--- src/design/u8d_pkg.sv ---
// Types and constants shared by the strict UTF-8 decoder modules.
`timescale 1ns / 1ps

package u8d_pkg;

  localparam int unsigned FIFO_DEPTH = 4;

  localparam logic [20:0] REPLACEMENT_CP = 21'h00FFFD;

  // One input byte of the string.
  typedef struct packed {
    logic [7:0] data_byte;
    logic       end_of_string;
  } byte_item_t;

  // One decoded result.
  typedef struct packed {
    logic [20:0] code_point;
    logic        last_of_string;
  } cp_item_t;

  // Work for the back end: rep_count replacement characters, then an
  // optional code point; last marks that the byte ended the string.
  typedef struct packed {
    logic [2:0]  rep_count;
    logic        cp_valid;
    logic [20:0] cp;
    logic        last;
  } cmd_t;

  // Queue status seen by the back end.
  typedef struct packed {
    logic not_empty;
    logic full;
  } fifo_status_t;

endpackage

--- src/design/u8d_front.sv ---
// Front end: accepts bytes, tracks the open sequence and builds result commands.
`timescale 1ns / 1ps

module u8d_front (
  input  logic                clk,
  input  logic                rst,
  input  logic                byte_valid,
  output logic                byte_ready,
  input  u8d_pkg::byte_item_t byte_data,
  input  logic                queue_full,
  output logic                push,
  output u8d_pkg::cmd_t       push_cmd
);

  logic [1:0]  pending_bytes;
  logic [1:0]  needed_bytes;
  logic [7:0]  lead_value;
  logic [20:0] partial_code;

  logic [1:0]  pending_bytes_next;
  logic [1:0]  needed_bytes_next;
  logic [7:0]  lead_value_next;
  logic [20:0] partial_code_next;

  logic [7:0]    b;
  logic [7:0]    lo;
  logic [7:0]    hi;
  logic          cont_ok;
  logic          start;
  logic          accept;
  logic [20:0]   acc;
  u8d_pkg::cmd_t cmd;

  assign b          = byte_data.data_byte;
  assign byte_ready = !queue_full;
  assign accept     = byte_valid && byte_ready;
  assign acc        = {partial_code[14:0], b[5:0]};

  // Continuation range, narrowed on the second byte after E0, ED, F0, F4.
  always_comb begin
    lo = 8'h80;
    hi = 8'hBF;
    if (pending_bytes == 2'd1) begin
      case (lead_value)
        8'hE0:   lo = 8'hA0;
        8'hED:   hi = 8'h9F;
        8'hF0:   lo = 8'h90;
        8'hF4:   hi = 8'h8F;
        default: ;
      endcase
    end
    cont_ok = (b >= lo) && (b <= hi);
  end

  always_comb begin
    pending_bytes_next = pending_bytes;
    needed_bytes_next  = needed_bytes;
    lead_value_next    = lead_value;
    partial_code_next  = partial_code;
    cmd                = '0;
    start              = 1'b0;

    if (pending_bytes == 2'd0) begin
      start = 1'b1;
    end else if (cont_ok) begin
      if (pending_bytes == needed_bytes) begin
        cmd.cp_valid       = 1'b1;
        cmd.cp             = acc;
        pending_bytes_next = 2'd0;
        needed_bytes_next  = 2'd0;
        partial_code_next  = '0;
      end else begin
        pending_bytes_next = pending_bytes + 2'd1;
        partial_code_next  = acc;
      end
    end else begin
      // Broken sequence: replace every buffered byte, retry this one as a lead.
      cmd.rep_count      = {1'b0, pending_bytes};
      pending_bytes_next = 2'd0;
      needed_bytes_next  = 2'd0;
      partial_code_next  = '0;
      start              = 1'b1;
    end

    if (start) begin
      if (b < 8'h80) begin
        cmd.cp_valid = 1'b1;
        cmd.cp       = {13'd0, b};
      end else if (b >= 8'hC2 && b <= 8'hDF) begin
        needed_bytes_next  = 2'd1;
        partial_code_next  = {16'd0, b[4:0]};
        lead_value_next    = b;
        pending_bytes_next = 2'd1;
      end else if (b >= 8'hE0 && b <= 8'hEF) begin
        needed_bytes_next  = 2'd2;
        partial_code_next  = {17'd0, b[3:0]};
        lead_value_next    = b;
        pending_bytes_next = 2'd1;
      end else if (b >= 8'hF0 && b <= 8'hF4) begin
        needed_bytes_next  = 2'd3;
        partial_code_next  = {18'd0, b[2:0]};
        lead_value_next    = b;
        pending_bytes_next = 2'd1;
      end else begin
        cmd.rep_count = cmd.rep_count + 3'd1;
      end
    end

    // End of string: flush whatever is still open.
    if (byte_data.end_of_string) begin
      cmd.rep_count      = cmd.rep_count + {1'b0, pending_bytes_next};
      pending_bytes_next = 2'd0;
      needed_bytes_next  = 2'd0;
      partial_code_next  = '0;
    end
    cmd.last = byte_data.end_of_string;
  end

  assign push     = accept && ((cmd.rep_count != 3'd0) || cmd.cp_valid);
  assign push_cmd = cmd;

  always_ff @(posedge clk) begin
    if (rst) begin
      pending_bytes <= '0;
      needed_bytes  <= '0;
      lead_value    <= '0;
      partial_code  <= '0;
    end else if (accept) begin
      pending_bytes <= pending_bytes_next;
      needed_bytes  <= needed_bytes_next;
      lead_value    <= lead_value_next;
      partial_code  <= partial_code_next;
    end
  end

endmodule

--- src/design/u8d_fifo.sv ---
// Command queue between the front and back ends.
`timescale 1ns / 1ps

module u8d_fifo #(
  parameter int unsigned Depth = u8d_pkg::FIFO_DEPTH
) (
  input  logic                   clk,
  input  logic                   rst,
  input  logic                   push,
  input  u8d_pkg::cmd_t          push_cmd,
  input  logic                   pop,
  output u8d_pkg::cmd_t          head,
  output u8d_pkg::fifo_status_t  status
);

  localparam int unsigned AW = (Depth > 1) ? $clog2(Depth) : 1;
  localparam int unsigned CW = $clog2(Depth + 1);
  localparam logic [AW-1:0] LAST_SLOT = AW'(Depth - 1);
  localparam logic [CW-1:0] FULL_COUNT = CW'(Depth);

  u8d_pkg::cmd_t entries [Depth];
  logic [AW-1:0] wr_ptr;
  logic [AW-1:0] rd_ptr;
  logic [CW-1:0] count;

  assign head             = entries[rd_ptr];
  assign status.not_empty = (count != '0);
  assign status.full      = (count == FULL_COUNT);

  always_ff @(posedge clk) begin
    if (push) begin
      entries[wr_ptr] <= push_cmd;
    end
  end

  always_ff @(posedge clk) begin
    if (rst) begin
      wr_ptr <= '0;
      rd_ptr <= '0;
      count  <= '0;
    end else begin
      if (push) begin
        wr_ptr <= (wr_ptr == LAST_SLOT) ? '0 : wr_ptr + AW'(1);
      end
      if (pop) begin
        rd_ptr <= (rd_ptr == LAST_SLOT) ? '0 : rd_ptr + AW'(1);
      end
      case ({push, pop})
        2'b10:   count <= count + CW'(1);
        2'b01:   count <= count - CW'(1);
        default: ;
      endcase
    end
  end

endmodule

--- src/design/u8d_back.sv ---
// Back end: expands queued commands into one result per cycle while the receiver is ready.
`timescale 1ns / 1ps

module u8d_back (
  input  logic                  clk,
  input  logic                  rst,
  input  u8d_pkg::cmd_t         head,
  input  u8d_pkg::fifo_status_t status,
  output logic                  pop,
  output logic                  cp_valid,
  input  logic                  cp_ready,
  output u8d_pkg::cp_item_t     cp_data
);

  logic [2:0]         idx;
  logic [2:0]         total;
  logic               final_result;
  logic               load;
  logic               emit;
  u8d_pkg::cp_item_t  result;

  assign total        = head.rep_count + {2'd0, head.cp_valid};
  assign final_result = (idx + 3'd1) == total;
  assign load         = !cp_valid || cp_ready;
  assign emit         = load && status.not_empty;
  assign pop          = emit && final_result;

  always_comb begin
    result.code_point     = (idx < head.rep_count) ? u8d_pkg::REPLACEMENT_CP : head.cp;
    result.last_of_string = head.last && final_result;
  end

  always_ff @(posedge clk) begin
    if (rst) begin
      idx      <= '0;
      cp_valid <= 1'b0;
    end else begin
      if (emit) begin
        idx <= final_result ? 3'd0 : idx + 3'd1;
      end
      if (load) begin
        cp_valid <= status.not_empty;
      end
    end
  end

  always_ff @(posedge clk) begin
    if (emit) begin
      cp_data <= result;
    end
  end

endmodule

--- src/design/utf8_strict_decoder.sv ---
// Top level of the strict UTF-8 decoder: front end, command queue, back end.
//
//   channel   dir   handshake              payload
//   byte      in    byte_valid/byte_ready  byte_data (data_byte, end_of_string)
//   cp        out   cp_valid/cp_ready      cp_data (code_point, last_of_string)
//
// A byte is decoded in the cycle of its transfer and its results land in
// the command queue; while cp_ready allows, the back end sends one result
// per cycle from a registered output. Bytes giving at most one result
// stream at one per cycle while the queue has room; error bursts (up to
// four results per byte) drain at one result per cycle while cp_ready
// allows, and stall byte_ready only once the queue of FifoDepth commands
// is full. Reset clears the decode state, the queue and the output valid.
`timescale 1ns / 1ps

module utf8_strict_decoder #(
  parameter int unsigned FifoDepth = u8d_pkg::FIFO_DEPTH
) (
  input  logic                clk,
  input  logic                rst,
  input  logic                byte_valid,
  output logic                byte_ready,
  input  u8d_pkg::byte_item_t byte_data,
  output logic                cp_valid,
  input  logic                cp_ready,
  output u8d_pkg::cp_item_t   cp_data
);

  logic                  push;
  logic                  pop;
  u8d_pkg::cmd_t         push_cmd;
  u8d_pkg::cmd_t         head;
  u8d_pkg::fifo_status_t status;

  // Classify each byte and advance the sequence state.
  u8d_front u_front (
    .clk        (clk),
    .rst        (rst),
    .byte_valid (byte_valid),
    .byte_ready (byte_ready),
    .byte_data  (byte_data),
    .queue_full (status.full),
    .push       (push),
    .push_cmd   (push_cmd)
  );

  // Hold commands so either side can stall on its own.
  u8d_fifo #(
    .Depth (FifoDepth)
  ) u_fifo (
    .clk      (clk),
    .rst      (rst),
    .push     (push),
    .push_cmd (push_cmd),
    .pop      (pop),
    .head     (head),
    .status   (status)
  );

  // Expand each command into its result transfers.
  u8d_back u_back (
    .clk      (clk),
    .rst      (rst),
    .head     (head),
    .status   (status),
    .pop      (pop),
    .cp_valid (cp_valid),
    .cp_ready (cp_ready),
    .cp_data  (cp_data)
  );

endmodule

--- config.mk ---
export PLATFORM = sky130hd
export DESIGN_NAME = utf8_strict_decoder
export DESIGN_NICKNAME = d
export VERILOG_FILES = /design/src/design/u8d_pkg.sv /design/src/design/u8d_front.sv /design/src/design/u8d_fifo.sv /design/src/design/u8d_back.sv /design/src/design/utf8_strict_decoder.sv
export SDC_FILE = /design/constraint.sdc
export NUM_CORES = 1
export LEC_CHECK = 0
export BUFFER_PORTS_ARGS = -buffer_cell sky130_fd_sc_hd__buf_4
export CAP_MARGIN = 20
export CORE_ASPECT_RATIO = 1.4
export CORE_MARGIN = 2
export CORE_UTILIZATION = 57
export DETAILED_ROUTE_END_ITERATION = 6
export PLACE_DENSITY_LB_ADDON = 0.25
export REMOVE_ABC_BUFFERS = 1
export SLEW_MARGIN = 20
export SYNTH_ARGS = -nofsm -noshare
export SYNTH_HDL_FRONTEND = slang
export SYNTH_SLANG_ARGS = --single-unit
export TNS_END_PERCENT = 1
--- constraint.sdc ---
create_clock -name clk -period 5.3 [get_ports clk]
set_clock_uncertainty 0.2 [all_clocks]
set_input_delay 0.795 -clock clk [delete_from_list [all_inputs] [get_ports clk]]
set_output_delay 0.795 -clock clk [all_outputs]
set_load 0.02 [all_outputs]
Yosys cells after proc, flatten, opt, wreduce, memory -nomap -nowiden
Memories as Yosys holds them, arrays and structs flattened. A register that Yosys moved wholly into a read port is not among the register bits.
Index checks and enable logic that the tools add are counted.

storage, ports and cells
  flip-flop bits (word level) = 66
  RAM bits = 104
  input bits = 13
  word-level logic and storage cells = 118
  memories kept = 1

memories
  name            words  bits a word  read ports  clocked after memory_dff  wr ports  line            RTL
  u_fifo.entries  4      26           1           1                         1         u8d_fifo.sv:21  u8d_pkg::cmd_t entries [Depth];

cells by class
  add/subtract/negate cells = 9
  order comparisons = 10
  equality and inequality tests = 12
  mux-type cells = 55
  bitwise operators = 1
  reductions and logical operators = 19

operators with widths
  kind                   count
  $mux W21               9
  $mux W22               3
  $mux W25               2
  $mux W2                23
  $mux W8                5
  $eq A8 B8 Y1 const B   4
  $ge A8 B8 Y1 const B   3
  $le A8 B8 Y1 const B   3
  $pmux W6 S2            2
  $mux W3                6
  $add A3 B1 Y3 const B  3
  $logic_and A1 B1 Y1    9
  $reduce_bool A3 Y1     3
  $ge A8 B8 Y1           1
  $le A8 B8 Y1           1
  $lt A8 B8 Y1 const B   1
  $add A2 B1 Y2 const B  3
  $eq A2 B2 Y1 const B   3
  $pmux W3 S2            1
  $eq A2 B1 Y1 const B   2
  $mux W1                4
  $reduce_and A4 Y1      1
  $add A3 B1 Y3          1
  $add A3 B2 Y3          1
  other kinds (10)       12

Logic depth before layout (Yosys ltp)
  word-level depth = 20
  depth in mapped cells = 25
  gate-level depth less buffers = 25

Cells and area by module
From an unflattened synthesis, not the netlist that was laid out.

second synthesis, totals
  cell total of the unflattened synthesis = 487
  area total of the unflattened synthesis = 7196.9 um^2

modules (own cells, without submodules)
  module     instances  cells an instance  area each (um^2)  seq. area each (um^2)
  u8d_fifo   1          180                4237.8            3303.2
  u8d_front  1          224                1820.5            540.5
  u8d_back   1          83                 1138.6            740.7

Worst setup path after synthesis
Ideal clock, no wire load.

  path type = reg2reg
  start point = reg u_front.pending_bytes[0]
  end point = reg u_fifo.count[2]
  setup time = 0.070 ns
  arrival = 4.589 ns
  data required time = 5.030 ns
  setup slack = 0.441 ns
  cell stages (with the launch flop) = 25
  cells stage by stage = dfxtp_1 -> ha_1 -> nand3_1 -> nor3_1 -> nand2_1 -> ha_1 -> nand4b_1 -> nor4_2 -> o211ai_2 -> or3_1 -> o211ai_1 -> ha_1 -> inv_1 -> fa_1 -> nand2b_1 -> and4_1 -> nor3_2 -> a31oi_4 -> inv_1 -> ha_1 -> inv_1 -> fa_1 -> xor2_1 -> or3_1 -> a21oi_1

on the way
  word-level cells in the longest chain between the ends = 19
  elaborated cells on any way between the ends = 39
  classes of those cells = add/sub: 3; order compare: 2; eq/ne: 4; mux: 24; reduce/logical: 6

RTL lines
  element                                            line              RTL
  start, declared                                    u8d_front.sv:15   logic [1:0] pending_bytes;
  start signal, assigned                             u8d_front.sv:129  pending_bytes <= pending_bytes_next;
  $eq A2 B1 Y1                                       u8d_front.sv:43   if (pending_bytes == 2'd1) begin
  $mux W8                                            u8d_front.sv:43
  $ge A8 B8 Y1 or $le A8 B8 Y1 (tied branches)       u8d_front.sv:52   cont_ok = (b >= lo) && (b <= hi);
  $logic_and A1 B1 Y1                                u8d_front.sv:52
  $mux W2                                            u8d_front.sv:65   end else if (cont_ok) begin
  $mux W25                                           u8d_front.sv:63   if (pending_bytes == 2'd0) begin
  $add A3 B1 Y3                                      u8d_front.sv:105  cmd.rep_count = cmd.rep_count + 3'd1;
  $mux W3                                            u8d_front.sv:99   end else if (b >= 8'hF0 && b <= 8'hF4) begin
  [3 not listed]                                     --
  $mux W25                                           u8d_front.sv:85   if (start) begin
  $add A3 B2 Y3                                      u8d_front.sv:111  cmd.rep_count = cmd.rep_count + {1'b0, pending_bytes_next};
  $mux W3                                            u8d_front.sv:110  if (byte_data.end_of_string) begin
  $reduce_bool A3 Y1                                 u8d_front.sv:119  assign push = accept && ((cmd.rep_count != 3'd0) || cmd.cp_valid);
  $logic_or A1 B1 Y1 (*)                             u8d_front.sv:119
  $logic_and A1 B1 Y1 (*)                            u8d_front.sv:119
  $eq A2 B1 Y1 or $eq A2 B2 Y1 (tied branches)       u8d_fifo.sv:48    case ({push, pop})
  $pmux W3 S2 or $reduce_bool A2 Y1 (tied branches)  --
  end signal, assigned                               u8d_fifo.sv:49    2'b10: count <= count + CW'(1);
  end signal, assigned                               u8d_fifo.sv:50    2'b01: count <= count - CW'(1);
  end, declared                                      u8d_fifo.sv:24    logic [CW-1:0] count;

Mark *: on every way between the ends. The rest lies on a longest branch, timed or not.
A chain may end at the register's enable or synchronous reset.

Worst setup path after layout
  start point = reg u_front.pending_bytes[1]
  end point = reg u_fifo.count[2]

The elaborated chain is that of the path after synthesis.

==> reports/metrics.yaml <==
final-setup-viol-count: 0
p_clk_share_pct: 33.7
async_reset_ff_share_pct: 0
cp-end-kind: "flop"
mostFrequentLayoutCells: "126 x edfxtp_1, 53 x buf_4, 37 x dfxtp_1"
rsz0062_at_grt: "no"
crit_type: "reg2reg"
cts_max_path_buffers: 2
start_util_pct: 58.2
worstPathArrival_ns: 5.26
antenna_left: 0
relSlewSlack_pct: 30.2
routed_wl_um: 14000
regArea_sq_um: 4590
antenna_found_initial: 0
grt_overflow: 0
yosys.area.top_type: "edfxtp_1"
p_comb_share_pct: 20.3
dp.cells: 669
drtIter0Drc: 253
vias: 4276
die_height_um: 136
clk_root_buffer_cell: "clkbuf_16"
wl_per_cell_um: 19.8
fillers: 843
syn-instance-count: 490
area_growth_pct: 16.9
cts_tree: "done"
min_period_ns: 5.12
synth_top_area_share_pct: 53.1
worst_setup_path_start_kind: "flop"
p_switching_uw: 947
ir_drop_v: 0.000318
grt_max_degree: 30
synth_top_flop_cell: "edfxtp_1"
yosysSeqAreaShare_pct: 64.3
timing.hold.ws_ns: 0.276
grt_usage_pct: 22.1
dp_hpwl_um: 8980
ioPinCount: 37
numCtsBuffers: 17
powerDensity_nw_per_um2: 429
internal_power_uw: 2620
clk_latency_ns: 0.41
grt_pass1_vias: 4303
die_x_um: 98.5
die_area_sq_um: 13400
htreeDepth: 4
p_leak_uw: 0.00292
status: "complete, no violations"
max_cap_violations: 0
synth.area.top_cells: "edfxtp_1 53%, dfxtp_1 11%, mux4_2 8.2%"
synth_warnings: 0
timing.fmax_mhz: 195
num_rows: 48
multi_input_area_sq_um: 2480
seqPwrFrac_pct: 46.0
antenna_cells: 0
worst_pin_slew_ns: 1.04
clkTransAtPathRegs_ns: 0.06
hold_violations: 0
worstPathMaxFanout: 4
worstPathRequired_ns: 5.44
layout_commonest_cell: "edfxtp_1"
ys_seq_elements: 166
place_congestion: 0.886
swShare_pct: 26.5
final_area_sq_um: 8330
final_cells: 706
drive_gt1_share_pct: 26.4
vias_per_cell: 6.06
drt_first_pass_iters: 5
grt_pass1_wl_um: 22300
syn_area_per_cell_sq_um: 14.5
cts.sinks: 166
yosysUniqueCellTypes: 66
drv_slew: 0
core-area_sq_um: 12300
netlist_area_sq_um: 7130
drc_errors: 0
hold_path.class: "reg2reg"
synth_edf_count: 126
io_buffers: 36
dpl_cell_area_sq_um: 7590
final_nets: 577
min_period_over_period_pct: 96.7
## layout make-up
class,count,area share [%]
Timing Repair Buffer,53,4.78
Inverter,21,0.977
Multi-Input combinational cell,284,29.7
Clock buffer,26,6.40
Clock inverter,6,0.766
Tap cell,150,2.25
Sequential cell,166,55.1
## final timing paths
check	start	endpoint	slack (ns)	cells past startpoint
setup / recovery	u_front.pending_bytes[1]	u_fifo.count[2]	0.18	26
hold reg to reg	u_front.partial_code[14]	u_front.partial_code[14]	0.28	1
hold / removal	u_front.partial_code[14]	u_front.partial_code[14]	0.28	1
setup reg to reg	u_front.pending_bytes[1]	u_fifo.count[2]	0.18	26
## per-layer routing
| metal | wire (um) | share of wire, % | GRT usage [%] |
|---|---|---|---|
| met5 | 0 | 0 | 0 |
| met4 | 307 | 2.2 | 8.37 |
| met3 | 660 | 4.7 | 4.73 |
| met2 | 7450 | 53 | 38.4 |
| met1 | 5550 | 40 | 27.1 |
## worst max-delay path, stage by stage (launching register included)
cell and delay (ns):
dfxtp_2 0.35, inv_4 0.08, ha_4 0.15, nand3_4 0.09, nor3_2 0.11, nand2_1 0.11
ha_4 0.28, nand4b_1 0.14, nor4_4 0.24, buf_4 0.17, o211ai_2 0.07, or3_1 0.33
o211ai_1 0.13, ha_2 0.21, inv_1 0.04, fa_1 0.36, nand2b_4 0.15, and4_4 0.20
nor3_4 0.17, a31oi_4 0.13, inv_2 0.08, ha_2 0.18, inv_1 0.06, fa_2 0.33
xor2_1 0.16, or3_4 0.37, a21oi_2 0.16
## sequential cells by signal, summed over array words and instances (netlist names), 3 cells and up, named ones only
signal                cells
u_front.lead_value        8
u_fifo.entries          104
u_back.idx                3
u_back.cp_data           22
u_fifo.count              3
u_front.partial_code     15
## through the flow
step | worst slack (ns) | util, % | TNS, ns | power [uW]
floorplan | 0.430 | - | 0 | 2120
global placement | 0.107 | 62.0 | 0 | 2360
detailed placement | -0.106 | 62.0 | -0.106 | 2390
CTS | 0.0477 | 67.5 | 0 | 3600
global route | 0.0115 | 68.0 | 0 | 3700
finish | 0.177 | 68.0 | 0 | 3570
## Yosys cell counts (3+ instances only)
cell type	number
or3_1	3
o21ai_1	4
a31oi_1	6
or2_2	3
dfxtp_1	40
a22o_1	15
mux4_2	26
nand2b_1	3
nor2b_1	8
nor3_1	5
o21ai_0	13
inv_1	20
nor4_1	3
or2_1	13
ha_1	19
mux2i_1	4
xnor2_1	5
clkbuf_1	10
buf_4	3
xor2_1	4
nand3_1	8
buf_2	4
nand2_1	24
nor2_1	30
edfxtp_1	126
a21oi_1	15
o31ai_1	3
and2_1	23
## cell families after synthesis
logic type | Yosys count | share of synthesized area [%]
buf+inv | 40 | 2.34
flops | 166 | 64.3
simple gates | 140 | 10.7
xor+xnor | 9 | 1.11
fa+ha+maj | 21 | 3.90
compound gates | 82 | 8.48
mux | 32 | 9.15
## repair_timing
item / CTS / global route
setup buffers: 2 / 3
gates resized for setup: 14 / 9
setup endpoints to repair: 1 / 2
hold buffers: 0 / 0
pin swaps: 4 / 10
## power by group through the flow
| stage | registers [uW] | clock network [uW] | logic [uW] |
|---|---|---|---|
| floorplan | 1760 | 0 | 364 |
| global placement | 1660 | 0 | 696 |
| detailed placement | 1670 | 0 | 716 |
| CTS | 1650 | 1220 | 726 |
| global route | 1660 | 1270 | 779 |
| finish | 1640 | 1200 | 725 |
Power figures use the tool's default switching activity.
